`config.mk`:
```
export PLATFORM = sky130hd
export DESIGN_NAME = xmodem_crc_frame_receiver_top
export DESIGN_NICKNAME = d
export VERILOG_FILES = /design/src/rtl/xcfr_pkg.sv /design/src/rtl/xcfr_front.sv /design/src/rtl/xcfr_fifo.sv /design/src/rtl/xcfr_back.sv /design/src/rtl/xmodem_crc_frame_receiver_top.sv
export SDC_FILE = /design/constraint.sdc
export NUM_CORES = 1
export LEC_CHECK = 0
export BUFFER_PORTS_ARGS = -buffer_cell sky130_fd_sc_hd__clkbuf_2
export CORE_MARGIN = 8
export CORE_UTILIZATION = 55
export CTS_CLUSTER_SIZE = 14
export DETAILED_ROUTE_END_ITERATION = 8
export PLACE_DENSITY = 0.79
export RECOVER_POWER = 100
export REMOVE_ABC_BUFFERS = 1
export SYNTH_ARGS = -nofsm -noshare
export SYNTH_HDL_FRONTEND = slang
export SYNTH_HIERARCHICAL = 1
export SYNTH_SLANG_ARGS = --single-unit
```
`constraint.sdc`:
```
create_clock -name clk -period 7 [get_ports clk]
set_input_delay 0.35 -clock clk [delete_from_list [all_inputs] [get_ports clk]]
set_output_delay 0.35 -clock clk [all_outputs]
set_load 0.005 [all_outputs]
```
`src/rtl/xcfr_pkg.sv`:
```
// Shared types, codes and constants of the XMODEM-CRC frame receiver.
`timescale 1ns / 1ps
`default_nettype none
package xcfr_pkg;

    localparam int MAX_FRAME_LEN = 2048;
    localparam int POS_W         = $clog2(MAX_FRAME_LEN + 1);

    // Opcodes of an input item.
    localparam logic [1:0] OP_BYTE  = 2'd0;
    localparam logic [1:0] OP_TICK  = 2'd1;
    localparam logic [1:0] OP_START = 2'd2;

    // Kinds of a result item.
    localparam logic [1:0] KIND_PAYLOAD = 2'd0;
    localparam logic [1:0] KIND_REPLY   = 2'd1;
    localparam logic [1:0] KIND_END     = 2'd2;

    // Configuration register indexes.
    localparam logic [1:0] REG_HANDSHAKE_LIMIT = 2'd0;
    localparam logic [1:0] REG_POLL_PERIOD     = 2'd1;
    localparam logic [1:0] REG_DATA_TIMEOUT    = 2'd2;
    localparam logic [1:0] REG_MIN_FRAME_LEN   = 2'd3;

    localparam logic [15:0] RST_HANDSHAKE_LIMIT = 16'd60000;
    localparam logic [15:0] RST_POLL_PERIOD     = 16'd1000;
    localparam logic [15:0] RST_DATA_TIMEOUT    = 16'd6000;
    localparam logic [7:0]  RST_MIN_FRAME_LEN   = 8'd6;

    // Result queue between front and back, in items that carry up to two results.
    localparam int QDEPTH    = 4;
    localparam int Q_PTR_W   = $clog2(QDEPTH);
    localparam int Q_CNT_W   = $clog2(QDEPTH + 1);

    typedef struct packed {
        logic [1:0] kind;
        logic [7:0] value;
        logic       frame_good;
        logic       end_code;
    } result_t;

    // All results caused by one input item; two marks that r1 is used too.
    typedef struct packed {
        logic    two;
        result_t r0;
        result_t r1;
    } bundle_t;

endpackage
`default_nettype wire

```
`src/rtl/xcfr_front.sv`:
```
// Front end: accepts input items, keeps the session state and forms their results.
`timescale 1ns / 1ps
`default_nettype none
module xcfr_front
    import xcfr_pkg::*;
(
    input  wire logic        clk,
    input  wire logic        rst_n,
    input  wire logic        push,
    output logic             full,
    input  wire logic [1:0]  opcode,
    input  wire logic [7:0]  rx_byte,
    input  wire logic        end_of_frame,
    input  wire logic        wr_en,
    input  wire logic [1:0]  wr_index,
    input  wire logic [15:0] wr_data,
    input  wire logic        q_full,
    output logic             q_push,
    output bundle_t          q_data
);

    typedef enum logic [1:0] {
        PH_IDLE,
        PH_HAND,
        PH_DATA
    } phase_t;

    localparam logic [16:0]      TICK_MAX      = 17'h1FFFF;
    localparam logic [POS_W-1:0] MAX_POS       = POS_W'(MAX_FRAME_LEN);
    localparam logic [POS_W-1:0] PAY_START_POS = POS_W'(5);
    localparam logic [15:0]      CRC_POLY      = 16'h1021;
    localparam logic [7:0]       B_ACK         = 8'h06;
    localparam logic [7:0]       B_NAK         = 8'h15;
    localparam logic [7:0]       B_POLL        = 8'h43;
    localparam logic [7:0]       B_EOT         = 8'h04;
    localparam logic [7:0]       B_CAN         = 8'h18;

    phase_t           phase_reg, phase_next;
    logic [16:0]      tick_reg, tick_next;
    logic [15:0]      poll_reg, poll_next;
    logic [POS_W-1:0] pos_reg, pos_next;
    logic [7:0]       d0_reg, d0_next;
    logic [7:0]       d1_reg, d1_next;
    logic [15:0]      crc_reg, crc_next;
    logic [15:0]      hs_limit_reg, poll_period_reg, data_timeout_reg;
    logic [7:0]       min_len_reg;

    logic    accept;
    logic    pay, has_e0, has_e1;
    result_t pay_r, e0_r, e1_r;

    function automatic logic [15:0] crc_byte(input logic [15:0] crc_in, input logic [7:0] b);
        logic [15:0] c;
        c = crc_in ^ {b, 8'h00};
        for (int k = 0; k < 8; k++) begin
            if (c[15])
                c = {c[14:0], 1'b0} ^ CRC_POLY;
            else
                c = {c[14:0], 1'b0};
        end
        return c;
    endfunction

    function automatic result_t mk(input logic [1:0] kind, input logic [7:0] value,
                                   input logic good, input logic code);
        result_t r;
        r.kind       = kind;
        r.value      = value;
        r.frame_good = good;
        r.end_code   = code;
        return r;
    endfunction

    assign full   = q_full;
    assign accept = push && !q_full;

    always_comb
    begin
        logic [POS_W-1:0] pos;
        logic [7:0]       prev;
        logic [15:0]      per;
        logic             good;
        phase_next = phase_reg;
        tick_next  = tick_reg;
        poll_next  = poll_reg;
        pos_next   = pos_reg;
        d0_next    = d0_reg;
        d1_next    = d1_reg;
        crc_next   = crc_reg;
        pay        = 1'b0;
        has_e0     = 1'b0;
        has_e1     = 1'b0;
        pay_r      = mk(KIND_PAYLOAD, d1_reg, 1'b0, 1'b0);
        e0_r       = mk(KIND_REPLY, B_NAK, 1'b0, 1'b0);
        e1_r       = mk(KIND_END, 8'h00, 1'b0, 1'b0);
        pos        = '0;
        prev       = '0;
        per        = '0;
        good       = 1'b0;
        unique case (opcode)
            OP_START:
            begin
                phase_next = PH_HAND;
                tick_next  = '0;
                poll_next  = '0;
                pos_next   = '0;
                d0_next    = '0;
                d1_next    = '0;
                crc_next   = '0;
            end
            OP_TICK:
            begin
                if (phase_reg == PH_HAND)
                begin
                    if (tick_next != TICK_MAX)
                        tick_next = tick_next + 17'd1;
                    if (tick_next > {1'b0, hs_limit_reg})
                    begin
                        phase_next = PH_DATA;
                        tick_next  = '0;
                        pos_next   = '0;
                        d0_next    = '0;
                        d1_next    = '0;
                        crc_next   = '0;
                    end
                    else
                    begin
                        per       = (poll_period_reg == 16'd0) ? 16'd1 : poll_period_reg;
                        poll_next = poll_reg + 16'd1;
                        if (poll_next >= per)
                        begin
                            poll_next = '0;
                            has_e0    = 1'b1;
                            e0_r      = mk(KIND_REPLY, B_POLL, 1'b0, 1'b0);
                        end
                    end
                end
                else if (phase_reg == PH_DATA)
                begin
                    if (tick_next != TICK_MAX)
                        tick_next = tick_next + 17'd1;
                    if (tick_next > {1'b0, data_timeout_reg})
                    begin
                        has_e0     = 1'b1;
                        e0_r       = mk(KIND_END, 8'h00, 1'b0, 1'b1);
                        phase_next = PH_IDLE;
                        pos_next   = '0;
                        d0_next    = '0;
                        d1_next    = '0;
                        crc_next   = '0;
                    end
                end
            end
            OP_BYTE:
            begin
                // A byte ends the handshake and starts the first frame.
                if (phase_reg == PH_HAND)
                begin
                    phase_next = PH_DATA;
                    tick_next  = '0;
                    pos_next   = '0;
                    d0_next    = '0;
                    d1_next    = '0;
                    crc_next   = '0;
                end
                if (phase_next == PH_DATA)
                begin
                    pos  = pos_next;
                    prev = d0_next;
                    if (pos != MAX_POS)
                    begin
                        // The two newest bytes are held back: they may be the CRC.
                        if (pos >= PAY_START_POS)
                        begin
                            pay      = 1'b1;
                            pay_r    = mk(KIND_PAYLOAD, d1_next, 1'b0, 1'b0);
                            crc_next = crc_byte(crc_next, d1_next);
                        end
                        d1_next  = d0_next;
                        d0_next  = rx_byte;
                        pos_next = pos + POS_W'(1);
                    end
                    if (end_of_frame)
                    begin
                        if (pos == MAX_POS)
                        begin
                            has_e0    = 1'b1;
                            e0_r      = mk(KIND_REPLY, B_NAK, 1'b0, 1'b0);
                            tick_next = '0;
                        end
                        else if (pos == '0)
                        begin
                            if (rx_byte == B_EOT || rx_byte == B_CAN)
                            begin
                                has_e0     = 1'b1;
                                has_e1     = 1'b1;
                                e0_r       = mk(KIND_REPLY, B_ACK, 1'b0, 1'b0);
                                e1_r       = mk(KIND_END, 8'h00, 1'b0, 1'b0);
                                phase_next = PH_IDLE;
                            end
                            tick_next = '0;
                        end
                        else if (({1'b0, pos} + (POS_W+1)'(1)) < (POS_W+1)'(min_len_reg))
                        begin
                            has_e0 = 1'b1;
                            e0_r   = mk(KIND_REPLY, B_NAK, 1'b0, 1'b0);
                        end
                        else
                        begin
                            good      = ({rx_byte, prev} == crc_next);
                            has_e0    = 1'b1;
                            e0_r      = mk(KIND_REPLY, good ? B_ACK : B_NAK, good, 1'b0);
                            tick_next = '0;
                        end
                        pos_next = '0;
                        d0_next  = '0;
                        d1_next  = '0;
                        crc_next = '0;
                    end
                end
            end
            default:
            begin
            end
        endcase
    end

    always_comb
    begin
        q_push = accept && (pay || has_e0);
        if (pay)
        begin
            q_data.two = has_e0;
            q_data.r0  = pay_r;
            q_data.r1  = e0_r;
        end
        else
        begin
            q_data.two = has_e1;
            q_data.r0  = e0_r;
            q_data.r1  = e1_r;
        end
    end

    always_ff @(posedge clk or negedge rst_n)
    begin
        if (!rst_n)
        begin
            phase_reg        <= PH_IDLE;
            tick_reg         <= '0;
            poll_reg         <= '0;
            pos_reg          <= '0;
            d0_reg           <= '0;
            d1_reg           <= '0;
            crc_reg          <= '0;
            hs_limit_reg     <= RST_HANDSHAKE_LIMIT;
            poll_period_reg  <= RST_POLL_PERIOD;
            data_timeout_reg <= RST_DATA_TIMEOUT;
            min_len_reg      <= RST_MIN_FRAME_LEN;
        end
        else
        begin
            if (accept)
            begin
                phase_reg <= phase_next;
                tick_reg  <= tick_next;
                poll_reg  <= poll_next;
                pos_reg   <= pos_next;
                d0_reg    <= d0_next;
                d1_reg    <= d1_next;
                crc_reg   <= crc_next;
            end
            if (wr_en)
            begin
                unique case (wr_index)
                    REG_HANDSHAKE_LIMIT: hs_limit_reg     <= wr_data;
                    REG_POLL_PERIOD:     poll_period_reg  <= wr_data;
                    REG_DATA_TIMEOUT:    data_timeout_reg <= wr_data;
                    REG_MIN_FRAME_LEN:   min_len_reg      <= wr_data[7:0];
                    default:
                    begin
                    end
                endcase
            end
        end
    end

    a_pos_bound: assert property (@(posedge clk) disable iff (!rst_n)
        pos_reg <= MAX_POS)
        else $error("frame position passed its saturation point");

    a_idle_clear: assert property (@(posedge clk) disable iff (!rst_n)
        (phase_reg == PH_IDLE) |-> (pos_reg == '0 && crc_reg == '0))
        else $error("frame state left over while no session is open");

endmodule
`default_nettype wire

```
`src/rtl/xcfr_fifo.sv`:
```
// Short queue of result bundles between the front and back ends.
`timescale 1ns / 1ps
`default_nettype none
module xcfr_fifo
    import xcfr_pkg::*;
(
    input  wire logic clk,
    input  wire logic rst_n,
    input  wire logic push,
    input  bundle_t   wdata,
    output logic      q_full,
    input  wire logic pop,
    output bundle_t   head,
    output logic      q_empty
);

    bundle_t            mem_reg [QDEPTH];
    logic [Q_PTR_W-1:0] wr_ptr_reg, rd_ptr_reg;
    logic [Q_CNT_W-1:0] count_reg;
    logic               do_push, do_pop;

    assign q_full  = (count_reg == Q_CNT_W'(QDEPTH));
    assign q_empty = (count_reg == '0);
    assign do_push = push && !q_full;
    assign do_pop  = pop && !q_empty;
    assign head    = mem_reg[rd_ptr_reg];

    always_ff @(posedge clk)
    begin
        if (do_push)
            mem_reg[wr_ptr_reg] <= wdata;
    end

    always_ff @(posedge clk or negedge rst_n)
    begin
        if (!rst_n)
        begin
            wr_ptr_reg <= '0;
            rd_ptr_reg <= '0;
            count_reg  <= '0;
        end
        else
        begin
            if (do_push)
                wr_ptr_reg <= (wr_ptr_reg == Q_PTR_W'(QDEPTH - 1)) ? '0
                                                                   : wr_ptr_reg + Q_PTR_W'(1);
            if (do_pop)
                rd_ptr_reg <= (rd_ptr_reg == Q_PTR_W'(QDEPTH - 1)) ? '0
                                                                   : rd_ptr_reg + Q_PTR_W'(1);
            if (do_push && !do_pop)
                count_reg <= count_reg + Q_CNT_W'(1);
            else if (do_pop && !do_push)
                count_reg <= count_reg - Q_CNT_W'(1);
        end
    end

    a_count_up: assert property (@(posedge clk) disable iff (!rst_n)
        (do_push && !do_pop) |=> (count_reg == $past(count_reg) + Q_CNT_W'(1)))
        else $error("queue count did not follow a push");

    a_count_down: assert property (@(posedge clk) disable iff (!rst_n)
        (do_pop && !do_push) |=> (count_reg == $past(count_reg) - Q_CNT_W'(1)))
        else $error("queue count did not follow a pop");

    a_ptr_gap: assert property (@(posedge clk) disable iff (!rst_n)
        (q_empty || q_full) |-> (wr_ptr_reg == rd_ptr_reg))
        else $error("queue pointers disagree with the count");

endmodule
`default_nettype wire

```
`src/rtl/xcfr_back.sv`:
```
// Back end: takes bundles from the queue and hands out their results one at a time.
`timescale 1ns / 1ps
`default_nettype none
module xcfr_back
    import xcfr_pkg::*;
(
    input  wire logic  clk,
    input  wire logic  rst_n,
    input  bundle_t    head,
    input  wire logic  q_empty,
    output logic       q_pop,
    output logic       empty,
    input  wire logic  pop,
    output logic [1:0] kind,
    output logic [7:0] value,
    output logic       frame_good,
    output logic       end_code,
    output logic       last
);

    // sel_reg is set while the second result of the head bundle is shown.
    logic    sel_reg;
    logic    take;
    result_t cur;

    assign empty      = q_empty;
    assign take       = pop && !q_empty;
    assign cur        = sel_reg ? head.r1 : head.r0;
    assign kind       = cur.kind;
    assign value      = cur.value;
    assign frame_good = cur.frame_good;
    assign end_code   = cur.end_code;
    assign last       = sel_reg || !head.two;
    assign q_pop      = take && last;

    always_ff @(posedge clk or negedge rst_n)
    begin
        if (!rst_n)
            sel_reg <= 1'b0;
        else if (take)
            sel_reg <= !last;
    end

    a_sel_two: assert property (@(posedge clk) disable iff (!rst_n)
        sel_reg |-> (!q_empty && head.two))
        else $error("second result shown without a two-result bundle");

endmodule
`default_nettype wire

```
`src/rtl/xmodem_crc_frame_receiver_top.sv`:
```
// Top level of the XMODEM-CRC frame receiver: front end, result queue and back end.
// An accepted item's results are registered in the result queue and shown at its
// head once earlier results are popped. Throughput: one input item per cycle while
// full is low; results leave at one per cycle, so an item with two results takes two
// pops. The four-entry result queue sets when full rises. Reset: session idle, all
// counters and the CRC cleared, registers at their defaults, queue empty.
`timescale 1ns / 1ps
`default_nettype none
module xmodem_crc_frame_receiver_top
    import xcfr_pkg::*;
(
    input  wire logic        clk,
    input  wire logic        rst_n,
    input  wire logic        push,
    output logic             full,
    input  wire logic [1:0]  opcode,
    input  wire logic [7:0]  rx_byte,
    input  wire logic        end_of_frame,
    output logic             empty,
    input  wire logic        pop,
    output logic [1:0]       kind,
    output logic [7:0]       value,
    output logic             frame_good,
    output logic             end_code,
    output logic             last,
    input  wire logic        wr_en,
    input  wire logic [1:0]  wr_index,
    input  wire logic [15:0] wr_data
);

    logic    q_full, q_empty, q_push, q_pop;
    bundle_t q_wdata, q_head;

    xcfr_front u_front (
        .clk          (clk),
        .rst_n        (rst_n),
        .push         (push),
        .full         (full),
        .opcode       (opcode),
        .rx_byte      (rx_byte),
        .end_of_frame (end_of_frame),
        .wr_en        (wr_en),
        .wr_index     (wr_index),
        .wr_data      (wr_data),
        .q_full       (q_full),
        .q_push       (q_push),
        .q_data       (q_wdata)
    );

    xcfr_fifo u_fifo (
        .clk     (clk),
        .rst_n   (rst_n),
        .push    (q_push),
        .wdata   (q_wdata),
        .q_full  (q_full),
        .pop     (q_pop),
        .head    (q_head),
        .q_empty (q_empty)
    );

    xcfr_back u_back (
        .clk        (clk),
        .rst_n      (rst_n),
        .head       (q_head),
        .q_empty    (q_empty),
        .q_pop      (q_pop),
        .empty      (empty),
        .pop        (pop),
        .kind       (kind),
        .value      (value),
        .frame_good (frame_good),
        .end_code   (end_code),
        .last       (last)
    );

endmodule
`default_nettype wire

```
**After elaboration in Yosys (flattened, before gate mapping)**

Memory sizes are Yosys's and may differ from the RTL's.
Index checks and enable logic that the tools add are counted.

- Bitwise operators: 9
- Equality and inequality tests: 22
- Add/subtract/negate cells: 8
- Reductions and logical operators: 32
- Muxes and demuxes: 153
- Magnitude comparators: 5

Operator list:

| operator | number |
|---|---|
| 16-bit 2-to-1 mux | 44 |
| 17-bit 2-to-1 mux | 15 |
| 12-bit 2-to-1 mux | 21 |
| 8-bit 2-to-1 mux | 14 |
| 13-bit 2-to-1 mux | 8 |
| 17-bit one-hot mux with 3 select lines | 1 |
| 16-bit one-hot mux with 3 select lines | 1 |
| 8-bit one-hot mux with 3 select lines | 2 |
| 12-bit one-hot mux with 3 select lines | 1 |
| 17-bit by 16-bit greater-than comparator with 1-bit output | 2 |
| 16-bit one-hot mux with 2 select lines | 1 |
| 2-bit 2-to-1 mux | 13 |
| 25-bit 2-to-1 mux | 1 |
| 3-bit NOT | 8 |
| 12-bit one-hot mux with 2 select lines | 1 |
| 1-bit 2-to-1 mux | 21 |
| 10-bit 2-to-1 mux | 2 |
| 17-bit by 1-bit adder with 17-bit output (second input constant) | 1 |
| 17-bit != test (second input constant) | 1 |
| 16-bit by 1-bit adder with 16-bit output (second input constant) | 1 |
| 16-bit == test | 1 |
| 16-bit greater-or-equal comparator | 1 |
| 16-bit logical NOT | 1 |
| 16-bit bitwise XOR | 1 |
| 36 further kinds | 66 |

- Flip-flop bits (word level): 143
- Bits in writable memories: 100
- Memories kept: 1
- Output and inout port bits: 15

Memory list:

| memory | depth | width | rd ports | clocked after memory_dff | write ports | RTL line | text |
|---|---|---|---|---|---|---|---|
| u_fifo.mem_reg | 4 | 25 | 1 | 0 | 1 | xcfr_fifo.sv:17 | `bundle_t mem_reg [QDEPTH];` |

**Logic depth before layout (Yosys ltp)**

Gate-level depths: netlist of run 1.

- Depth in word-level cells: 61
- Depth in mapped cells: 27
- Mapped depth without buffers: 24

**Hierarchy**

The synthesis of run 1 kept the hierarchy.

Modules (own cells, without submodules):

| module | instances | area an instance (sq um) | cells an instance | seq. area each (sq um) |
|---|---|---|---|---|
| xcfr_front | 1 | 9332.7 | 1011 | 3405.8 |
| xcfr_fifo | 1 | 4052.6 | 168 | 3178.0 |
| xcfr_back | 1 | 211.5 | 20 | 25.0 |

**Least setup slack after synthesis of run 1**

No wires, ideal clock.

- Kind: register -> register
- From: reg u_front.tick_reg[7]
- To: reg u_fifo.count_reg[2]
- Period minus slack after synthesis: 5.262 ns
- Path slack: 1.738 ns
- Arrival time: 5.182 ns
- Cell stages (with the launch flop): 28
- Required time: 6.921 ns
- Buffers on the path: 3
- Setup time: 0.079 ns
- Path through: dfrtp_1 clkbuf_1 and4_1 nand3_1 or3_1 clkbuf_1 nand4_1 or2_2 nor2_1 nand3_1 xnor2_1 ha_1 nand3_1 or2_2 a31oi_1 a2111oi_0 o21a_1 nor3_1 nor2_1 a31oi_1 nor2b_1 buf_2 ha_1 inv_1 fa_1 xor2_1 nor2_1 xor2_1

- Word-level cells in the longest chain between the ends: 16
- Elaborated cells on any way between the ends: 23
- Classes of those cells: 1 x add/sub; 2 x order compare; 1 x eq/ne; 12 x mux; 7 x reduce/logical

Ends and longest elaborated chain:

| element | RTL line | text |
|---|---|---|
| start: declaration | xcfr_front.sv:39 | `logic [16:0] tick_reg, tick_next;` |
| start signal: assignment | xcfr_front.sv:266 | `tick_reg <= tick_next;` |
| 17-bit by 1-bit adder with 17-bit output or 17-bit != test (tied branches) | -- |  |
| 17-bit 2-to-1 mux (*) | xcfr_front.sv:115, xcfr_front.sv:140 |  |
| 17-bit 2-to-1 mux | xcfr_front.sv:138 | `else if (phase_reg == PH_DATA)` |
| 17-bit 2-to-1 mux | xcfr_front.sv:113 | `if (phase_reg == PH_HAND)` |
| 17-bit 2-to-1 mux | xcfr_front.sv:100 | `unique case (opcode)` |
| 17-bit by 16-bit greater-than comparator with 1-bit output | xcfr_front.sv:142 | `if (tick_next > {1'b0, data_timeout_reg})` |
| 1-bit 2-to-1 mux | xcfr_front.sv:142 |  |
| 1-bit 2-to-1 mux | xcfr_front.sv:138 |  |
| (+2 left out) | -- |  |
| 1-bit logical OR (*) | xcfr_front.sv:230 | `q_push = accept && (pay \|\| has_e0);` |
| 1-bit logical AND (*) | xcfr_front.sv:230 |  |
| via q_push | xmodem_crc_frame_receiver_top.sv:31 | `logic q_full, q_empty, q_push, q_pop;` |
| 1-bit logical AND (*) | xcfr_fifo.sv:24 | `assign do_push = push && !q_full;` |
| via u_fifo.do_push | xcfr_fifo.sv:20 | `logic do_push, do_pop;` |
| 1-bit logical NOT | xcfr_fifo.sv:52 | `else if (do_pop && !do_push)` |
| 1-bit logical AND | xcfr_fifo.sv:52 |  |
| 2-bit nonzero test (no line) | -- |  |
| end signal: assignment | xcfr_fifo.sv:51 | `count_reg <= count_reg + Q_CNT_W'(1);` |
| end signal: assignment | xcfr_fifo.sv:53 | `count_reg <= count_reg - Q_CNT_W'(1);` |
| end: declaration | xcfr_fifo.sv:19 | `logic [Q_CNT_W-1:0] count_reg;` |

The timed path passes the listed nets; every way through them passes the cells marked *. The select of a mux whose other input is x is not followed.
A chain may end at the register's enable or synchronous reset.

**Final worst setup path of run 1**

- From: reg u_front.tick_reg[8]
- To: reg u_fifo.count_reg[2]

- Word-level cells in the longest chain between the ends: 16
- Elaborated cells on any way between the ends: 23
- Classes of those cells: 1 x add/sub; 2 x order compare; 1 x eq/ne; 12 x mux; 7 x reduce/logical

Ends and longest elaborated chain:

| element | RTL line |
|---|---|
| 17-bit by 1-bit adder with 17-bit output or 17-bit != test (tied branches) | -- |
| 17-bit 2-to-1 mux (*) | xcfr_front.sv:115, xcfr_front.sv:140 |
| 17-bit 2-to-1 mux | xcfr_front.sv:138 |
| 17-bit 2-to-1 mux | xcfr_front.sv:113 |
| 17-bit 2-to-1 mux | xcfr_front.sv:100 |
| 17-bit by 16-bit greater-than comparator with 1-bit output | xcfr_front.sv:142 |
| 1-bit 2-to-1 mux | xcfr_front.sv:142 |
| 1-bit 2-to-1 mux | xcfr_front.sv:138 |
| 1-bit 2-to-1 mux (*) | xcfr_front.sv:113 |
| 1-bit one-hot mux with 2 select lines (*) | xcfr_front.sv:100 |
| 1-bit logical OR (*) | xcfr_front.sv:230 |
| 1-bit logical AND (*) | xcfr_front.sv:230 |
| via q_push | xmodem_crc_frame_receiver_top.sv:31 |
| 1-bit logical AND (*) | xcfr_fifo.sv:24 |
| 1-bit logical NOT | xcfr_fifo.sv:52 |
| 1-bit logical AND | xcfr_fifo.sv:52 |
| 2-bit nonzero test (no line) | -- |

Marked as above.

==> impl_metrics.tcl, run 1 <==
set metrics [dict create \
    routed_wl_um 31800 \
    cts.clk_slew.worst_paths_ns 0.06 \
    synthTopCellsByCount "121 x dfrtp_1, 100 x edfxtp_1, 97 x nand2_1" \
    netlist_instances 1199 \
    worstHoldPathCells 3 \
    worstPathArrival_ns 6.47 \
    clock_path_buffers 3 \
    vdd_drop_max_v 0.000205 \
    period_needed_ns 6.02 \
    cap_violations 5 \
    dr.pass1.iters 5 \
    avgSynthCellArea_um2 11.3 \
    start_util_pct 55.9 \
    status "finished with violations" \
    cellPowerDensity_nw_per_um2 307 \
    syn-cell-area_um2 13600 \
    grt-ovfl-total 0 \
    path_max_fanout 10 \
    highest_layer "met4" \
    htreeDepth 1 \
    crit_required_ns 7.45 \
    fp.dieH_um 173 \
    drc 0 \
    setup_tns_ns 0 \
    grt_max_degree 81 \
    async_reset_ff_share_pct 58.8 \
    slew_violations 232 \
    antenna_cells 0 \
    r2r_cells 25 \
    synth_edf_count 100 \
    wl_met3_um 1740 \
    die_w_um 173 \
    via_per_inst 6.12 \
    violations "max-capacitance violations, max-slew violations" \
    leakage_uw 0.00642 \
    r2r_slack_ns 0.98 \
    ys.flop_type "dfrtp_1" \
    largest_reg_flops 100 \
    grt_pass1_vias 9619 \
    yosys-top-cells-area "dfrtp_1 22%, edfxtp_1 22%, ha_1 6.4%" \
    rows 57 \
    drtIter0Drc 821 \
    tightest_slew_ns 3.54 \
    wl_per_cell_um 20.1 \
    grt_setup_unrepaired "no" \
    synth-seq-area-share_pct 48.6 \
    track_usage_pct 20.8 \
    port_buffers 48 \
    synth_top_cell_by_area "dfrtp_1" \
    setup_ws_ns 0.980 \
    ctsHoldBuffers 1 \
    root_buffer "clkbuf_16" \
    startpoint_type "register" \
    cp.buffers_inverters 2 \
    synth_top_area_share_pct 22.3 \
    antenna_found_initial 0 \
    cts_tree "built" \
    clock_latency_ns 0.53 \
    criticalPathCategory "reg -> reg" \
    ioPinCount 49 \
    path_depth 25 \
    fin_worst_skew_ns 0.0105 \
    coreArea_um2 24300 \
    fmax_mhz 166 \
    yosysMostFrequentCell "dfrtp_1" \
    syn_to_final_growth_pct 9.88 \
    ys_types 81 \
    cts_made_buffers 26 \
    place_ws_ns 1.23 \
    synth_warnings 6 \
    grt_pass1_wl_um 50800 \
    cts_resized 0 \
    period_share_pct 86.0 \
    final_area_um2 14900 \
    placed_cell_area_um2 14100 \
    num_vias 9712 \
    drive_gt1_share_pct 16.9 \
    dpl.hpwl_um 22300 \
    slowest_delay_ns 0.44 \
    cp_slowest_cell "dfrtp_1" \
    critPathTopFamily "simple AND/OR/NAND/NOR gates" \
    crit_path_end_kind "register" \
    antenna_left 0 \
    hold_viol 0 \
    hold_slack_ns 0.0838 \
    setup_viol 0 \
    final_nets 1347 \
    hp-class "in -> reg" \
    clock-sinks 243 \
    routabilityCongestion 0.920 \
    wl_met1_um 13800 \
    cts_setup_buffers 0 \
    synth_seq_cells 243 \
    wl_met2_um 15300 \
    relSlewSlack_pct -136 \
    dieArea_um2 30000 \
]
==> placed cells by master (no fill, tap or decap), types with 18 or more instances in the layout <==
| cell type | n |
|---|---|
| nor2_1 | 67 |
| clkbuf_1 | 24 |
| clkbuf_2 | 40 |
| nand4_1 | 21 |
| a22o_1 | 42 |
| ha_1 | 70 |
| a21oi_1 | 36 |
| a21o_1 | 18 |
| mux2_2 | 55 |
| mux4_2 | 25 |
| dfstp_2 | 22 |
| nand3_1 | 38 |
| xnor2_1 | 38 |
| inv_1 | 86 |
| clkbuf_16 | 27 |
| dfrtp_1 | 121 |
| o21ai_0 | 34 |
| edfxtp_1 | 100 |
| nand2b_1 | 20 |
| nand2_1 | 97 |
| nor3_1 | 21 |
==> power breakdown <==
group | total [µW] | internal, µW | switching, µW
sequential | 1830 | 1640 | 190
clock | 1430 | 873 | 558
combinational | 1320 | 580 | 745
total | 4580 | 3090 | 1490
==> per-layer routing <==
layer,vias to the layer above,GRT usage [%]
met4,0,6.72
met2,349,34.7
met3,65,2.72
li1,4502,-
met5,-,0
met1,4796,27.7
==> layout make-up <==
class	count	area, µm²
Fill cell	1907	9380
Sequential cell	243	6610
Multi-Input combinational cell	821	6380
Clock buffer	37	763
Tap cell	324	405
Inverter	86	323
Timing Repair Buffer	64	312
Clock inverter	11	150
==> logic make-up (layout without fill, tap and decap cells) <==
family | count (synthesis) | after routing | share of synthesized area (%)
xor gates and xnor gates | 60 | 60 | 4.69
and+or+nand+nor | 358 | 358 | 13.3
buffers and inverters | 139 | 198 | 4.33
DFF | 243 | 243 | 48.6
other | 1 | 5 | 0.0276
adders and majority gates | 71 | 71 | 6.59
muxes | 93 | 93 | 9.75
AOI/OAI and AO/OA | 234 | 234 | 12.7
==> worst register-to-register path, stage by stage, from the launching register on <==
cell	delay, ns
dfrtp_1	0.44
and4_1	0.25
nand3_1	0.13
or3_1	0.27
nand4_1	0.30
or2_2	0.41
nor2_1	0.15
nand3_1	0.15
xnor2_1	0.18
ha_1	0.30
nand3_1	0.09
or2_2	0.32
a31oi_1	0.17
a2111oi_0	0.12
o21a_1	0.23
nor3_1	0.20
clkbuf_1	0.34
nor2_1	0.18
a31oi_1	0.18
nor2b_1	0.40
ha_1	0.26
inv_1	0.06
fa_1	0.38
xor2_1	0.16
nor2_1	0.12
xor2_1	0.15
==> per-stage QoR <==
step                cells  utilization, %  power [µW]
detailed placement   1537            58.0        3190
floorplan            1150               -        2750
finish               1586            61.4        4580
global placement     1537            58.0        3140
CTS                  1586            61.8        4640
global route         1586            61.4        4810
==> worst paths after layout <==
path / start / end
setup reg to reg: u_front/tick_reg[8] / u_fifo/count_reg[2]
hold / removal: wr_data[12] / u_front/hs_limit_reg[12]
setup / recovery: u_front/tick_reg[8] / u_fifo/count_reg[2]
max in group asynchronous: rst_n / u_front/crc_reg[15]
min in group asynchronous: rst_n / u_front/poll_period_reg[2]
hold reg to reg: u_front/data_timeout_reg[3] / u_front/data_timeout_reg[3]
Power figures use the tool's default switching activity.
==> run 2, diff against run 1 <==
Settings changed: PLACE_DENSITY 0.79 to unset, PLACE_DENSITY_LB_ADDON set to 0.05, REMOVE_ABC_BUFFERS 1 to unset.
==> run 2 against run 1 <==
Net effect:
- the flow still finishes with violations (max-capacitance violations, max-slew violations)
- setup slack lost 0.048 ns
- first-iteration DRC count decreased by 27%
- total power is 1.6% lower
- largest power group unchanged
- count of clock-buffer cells in the layout stayed put
- hold slack worse by 0.015 ns
- cell count did not move
- combinational power about the same
==> impl_metrics.tcl, run 2 (synthesis results as in run 1) <==
set metrics [dict create \
    status "finished with violations" \
    violations "max-capacitance violations, max-slew violations" \
    final_area_um2 14900 \
    vdd_drop_max_v 0.000179 \
    track_usage_pct 21.1 \
    setup_viol 0 \
    final_nets 1346 \
    pwr-share-comb_pct 29.0 \
    antenna_found_initial 2 \
    cap_violations 5 \
    relSlewSlack_pct -214 \
    antenna_left 0 \
    grt_max_degree 84 \
    rows 57 \
    p_clk_share_pct 30.4 \
    sw_frac_of_total_pct 32.8 \
    fp.dieH_um 173 \
    ioPinCount 49 \
    criticalPathCategory "reg -> reg" \
    clock_latency_ns 0.53 \
    die_w_um 173 \
    cts.clk_slew.worst_paths_ns 0.06 \
    grt-ovfl-total 0 \
    fillers 2010 \
    pwr-share-seq_pct 40.6 \
    drc 0 \
    cts_setup_buffers 0 \
    startpoint_type "register" \
    p_switching_uw 1480 \
    grt_pass1_wl_um 51800 \
    cp.buffers_inverters 2 \
    drtIter0Drc 603 \
    hold_viol 0 \
    port_buffers 48 \
    dr.pass1.iters 6 \
    setup_tns_ns 0 \
    routabilityCongestion 0.889 \
    slew_violations 180 \
    largest_reg_flops 100 \
    dp.cells 1536 \
    final_cell_mix "121 x dfrtp_1, 100 x edfxtp_1, 97 x nand2_1, 86 x inv_1, 70 x ha_1" \
    coreArea_um2 24300 \
    cts_resized 0 \
    period_needed_ns 6.07 \
    tightest_slew_ns 4.70 \
    fin_worst_skew_ns 0.0126 \
    grt_pass1_vias 9661 \
    hp-start "wr_data[11]" \
    internal-power_uw 3030 \
    crit_path_end_kind "register" \
    path_max_fanout 10 \
    hp-class "in -> reg" \
    cp_slowest_cell "nor2b_1" \
    via_per_inst 6.00 \
    leakage_uw 0.00639 \
    stdcell_count 1586 \
    worstPathArrival_ns 6.52 \
    syn_to_final_growth_pct 9.51 \
    htreeDepth 1 \
    wl_per_cell_um 19.9 \
    placed_cell_area_um2 14100 \
    dieArea_um2 30000 \
    rr_startpoint "u_front/tick_reg[0]" \
    cts_tree "built" \
    crit_required_ns 7.46 \
    clock_path_buffers 3 \
    period_share_pct 86.7 \
    layout_commonest_cell "dfrtp_1" \
    fmax_mhz 165 \
    dpl.hpwl_um 22400 \
    slowest_delay_ns 0.43 \
    cellPowerDensity_nw_per_um2 303 \
    start_util_pct 55.9 \
    routed_wl_um 31600 \
    clock-sinks 243 \
    drive_gt1_share_pct 16.7 \
    cts_made_buffers 26 \
    critPathLaunch "u_front/tick_reg[0]" \
    root_buffer "clkbuf_16" \
    critPathTopFamily "simple AND/OR/NAND/NOR gates" \
    num_vias 9515 \
    grt_setup_unrepaired "no" \
]
## run 2: cell count changes in the layout (fill, tap and decap cells not counted), sizes merged
cell / previous run / this run
buf: 4 / 5
clkinv: 6 / 8
inv: 87 / 86
clkbuf: 96 / 94
diode: 0 / 1
bufinv: 3 / 2
## run 2: repair_timing
item | 4_1_cts | 5_1_grt
hold endpoints to repair | 64 | 0
endpoints found under the setup margin | 0 | 0
hold buffers | 1 | 0
## run 2: cell type report
class / count / area, µm² / share of cell area [%]
sequential: 243 / 6610 / 44.4
multi-input combinational: 821 / 6380 / 42.8
clock buffer: 37 / 742 / 4.98
tap: 324 / 405 / 2.72
inverter: 86 / 323 / 2.17
timing repair buffer: 63 / 309 / 2.08
clock inverter: 11 / 120 / 0.807
antenna: 1 / 2.50 / 0.0168
## run 2: layer usage
metal  global-route usage (%)  vias to the layer above  part of all wire, %
met4                     5.96                        2                  2.3
met1                     28.5                     4721                   45
met5                        0                        -                0.041
met3                     2.85                       51                  4.2
li1                         -                     4506                    -
met2                     35.2                      235                   48
## run 2: through the flow
stage                     util, %  power [µW]  hold WS [ns]  setup WS, ns
after floorplan                 -        2810        0.0544          1.74
after global placement       58.0        3170         0.477          1.35
after detailed placement     58.0        3200         0.477          1.19
after CTS                    61.6        4580        0.0463          1.13
after global routing         61.2        4770        0.0577         0.493
final                        61.2        4510        0.0689         0.932
## run 2: worst reg2reg max path, cell delays in order, from the launching register on
cell and delay (ns):
dfrtp_1 0.42, ha_1 0.26, nand4_1 0.14, or3_1 0.26
nand4_1 0.30, or2_2 0.41, nor2_1 0.15, nand3_1 0.16
xnor2_1 0.18, ha_1 0.30, nand3_1 0.10, or2_2 0.32
a31oi_1 0.18, a2111oi_0 0.13, o21a_1 0.23, nor3_1 0.18
clkbuf_1 0.37, nor2_1 0.19, a31oi_1 0.17, nor2b_1 0.43
ha_1 0.27, inv_1 0.06, fa_1 0.37, xor2_1 0.15
nor2_1 0.11, xor2_1 0.15
## run 2: power by group through the flow
stage               Combinational, µW  Sequential, µW  Clock, µW
floorplan                        1050            1760          0
CTS                              1340            1840       1400
finish                           1310            1830       1370
global route                     1450            1860       1460
global placement                 1320            1860          0
detailed placement               1340            1860          0
## run 2: path summary, 6_finish.rpt
path / slack (ns) / cells past startpoint / to
setup reg to reg: 0.93 / 25 / u_fifo/count_reg[2]
max in group asynchronous: 2.20 / 3 / u_front/data_timeout_reg[0]
setup / recovery: 0.93 / 25 / u_fifo/count_reg[2]
hold / removal: 0.07 / 3 / u_front/hs_limit_reg[11]
min in group asynchronous: 2.06 / 2 / u_back/sel_reg
hold reg to reg: 0.51 / 1 / u_front/min_len_reg[4]
==> run 3, diff against run 2 <==
Clock period 7 ns to 6 ns, I/O delays scaled along.
==> run 3 against run 2 <==
Net effect:
- the flow still finishes with violations (max-capacitance violations, max-slew violations)
- via count down 0.24%
- clock skew is 0.0064 ns higher
- non-clock buffer count is 6 higher
- sequential power up 17%
- routed wire length is 1.6% higher
- cell count grew 0.50%
- highest routed layer unchanged
==> impl_metrics.tcl, run 3 (synthesis results as in run 1) <==
set metrics [dict create \
    coreArea_um2 24300 \
    leakage_uw 0.00645 \
    tightest_slew_ns 4.20 \
    cts.clk_slew.worst_paths_ns 0.06 \
    layout_commonest_cell "dfrtp_1" \
    drive_gt1_share_pct 17.3 \
    grt-ovfl-total 0 \
    dieArea_um2 30000 \
    dr.pass1.iters 5 \
    cts_made_buffers 27 \
    worstPathArrival_ns 6.06 \
    grt_setup_unrepaired "no" \
    status "finished with violations" \
    start_util_pct 55.9 \
    cts_tree "built" \
    routabilityCongestion 0.880 \
    fp.dieH_um 173 \
    cts_setup_buffers 0 \
    criticalPathCategory "reg -> reg" \
    via_per_inst 5.95 \
    crit_required_ns 6.47 \
    drc 0 \
    wl_per_cell_um 20.1 \
    final_area_um2 15000 \
    final_cell_mix "121 x dfrtp_1, 100 x edfxtp_1, 97 x nand2_1, 86 x inv_1, 70 x ha_1" \
    r2r_slack_ns 0.41 \
    grt_pass1_vias 9437 \
    num_vias 9492 \
    port_buffers 48 \
    antenna_left 0 \
    path_max_fanout 7 \
    clock_latency_ns 0.55 \
    vdd_drop_max_v 0.000267 \
    syn_to_final_growth_pct 10.2 \
    cellPowerDensity_nw_per_um2 357 \
    period_share_pct 93.1 \
    slew_violations 133 \
    track_usage_pct 21.3 \
    hold_viol 0 \
    ioPinCount 49 \
    grt_pass1_wl_um 51900 \
    htreeDepth 1 \
    grt_max_degree 87 \
    clock-sinks 243 \
    final_nets 1353 \
    setup_tns_ns 0 \
    fmax_mhz 179 \
    period_needed_ns 5.59 \
    relSlewSlack_pct -180 \
    cap_violations 3 \
    drtIter0Drc 815 \
    largest_reg_flops 100 \
    antenna_found_initial 2 \
    die_w_um 173 \
    rows 57 \
    dpl.hpwl_um 22500 \
    fin_worst_skew_ns 0.0190 \
    clock_path_buffers 3 \
    routed_wl_um 32100 \
    startpoint_type "register" \
    setup_viol 0 \
    hp-class "in -> reg" \
    crit_path_end_kind "register" \
    violations "max-capacitance violations, max-slew violations" \
    root_buffer "clkbuf_16" \
    placed_cell_area_um2 14100 \
    post-route-util_pct 61.6 \
]
## run 3: worst paths after layout
kind	from	end	cells after the start
setup / recovery	u_front/tick_reg[8]	u_fifo/count_reg[2]	25
hold / removal	wr_data[11]	u_front/hs_limit_reg[11]	3
max in group asynchronous	rst_n	u_front/min_len_reg[6]	3
setup reg to reg	u_front/tick_reg[8]	u_fifo/count_reg[2]	25
min in group asynchronous	rst_n	u_back/sel_reg	2
hold reg to reg	u_front/data_timeout_reg[2]	u_front/data_timeout_reg[2]	1
## run 3: timing repair
action                                 in CTS  in global routing
endpoints found under the hold margin      70                  0
hold buffers                                3                  0
resized for setup                           0                  2
setup endpoints to repair                   0                  2
## run 3: metal layers
metal  vias up  GRT usage [%]  routed length (µm)
met5         -              0                  13
met4         2           5.71                 733
met3        51           2.88                1520
met2       255           34.6               15400
met1      4664           29.5               14400
li1       4520              -                   -
## run 3: area by class of cell
cell class,instances,area [µm²]
Fill cell,2017,9340
Sequential cell,243,6610
Multi-Input combinational cell,821,6390
Clock buffer,32,714
Tap cell,324,405
Timing Repair Buffer,69,359
Inverter,86,323
Clock inverter,18,184
Antenna cell,1,2.50
## run 3: where the power goes
group          leakage, µW  internal [µW]  switching, µW
logic              0.00323            681            858
registers          0.00277           1910            225
clock network     0.000451            984            683
total              0.00645           3580           1770
## run 3: stage by stage
stage               worst slack, ns  std cells  total power, µW  hold WS, ns
floorplan                     0.738       1203             3280      0.00441
global placement              0.496       1540             3700        0.438
detailed placement            0.412       1540             3730        0.439
CTS                           0.401       1593             5410      0.00148
global route                 0.0335       1594             5640       0.0213
finish                        0.412       1594             5340       0.0258
## run 3: critical path, stage by stage (launching register included)
cell and delay [ns]:
dfrtp_1 0.43, and4_1 0.24, nand3_1 0.14, or3_1 0.26, nand4_1 0.27, or2_2 0.40, nor2_1 0.15, nand3_1 0.14
xnor2_1 0.18, ha_1 0.30, nand3_1 0.09, or2_2 0.34, a31oi_1 0.25, a2111oi_1 0.13, o21a_1 0.22, nor3_1 0.29
nor2_1 0.17, a31oi_1 0.17, nor2b_1 0.15, buf_4 0.15, ha_1 0.18, inv_1 0.06, fa_1 0.37, xor2_1 0.15
nor2_1 0.13, xor2_1 0.15
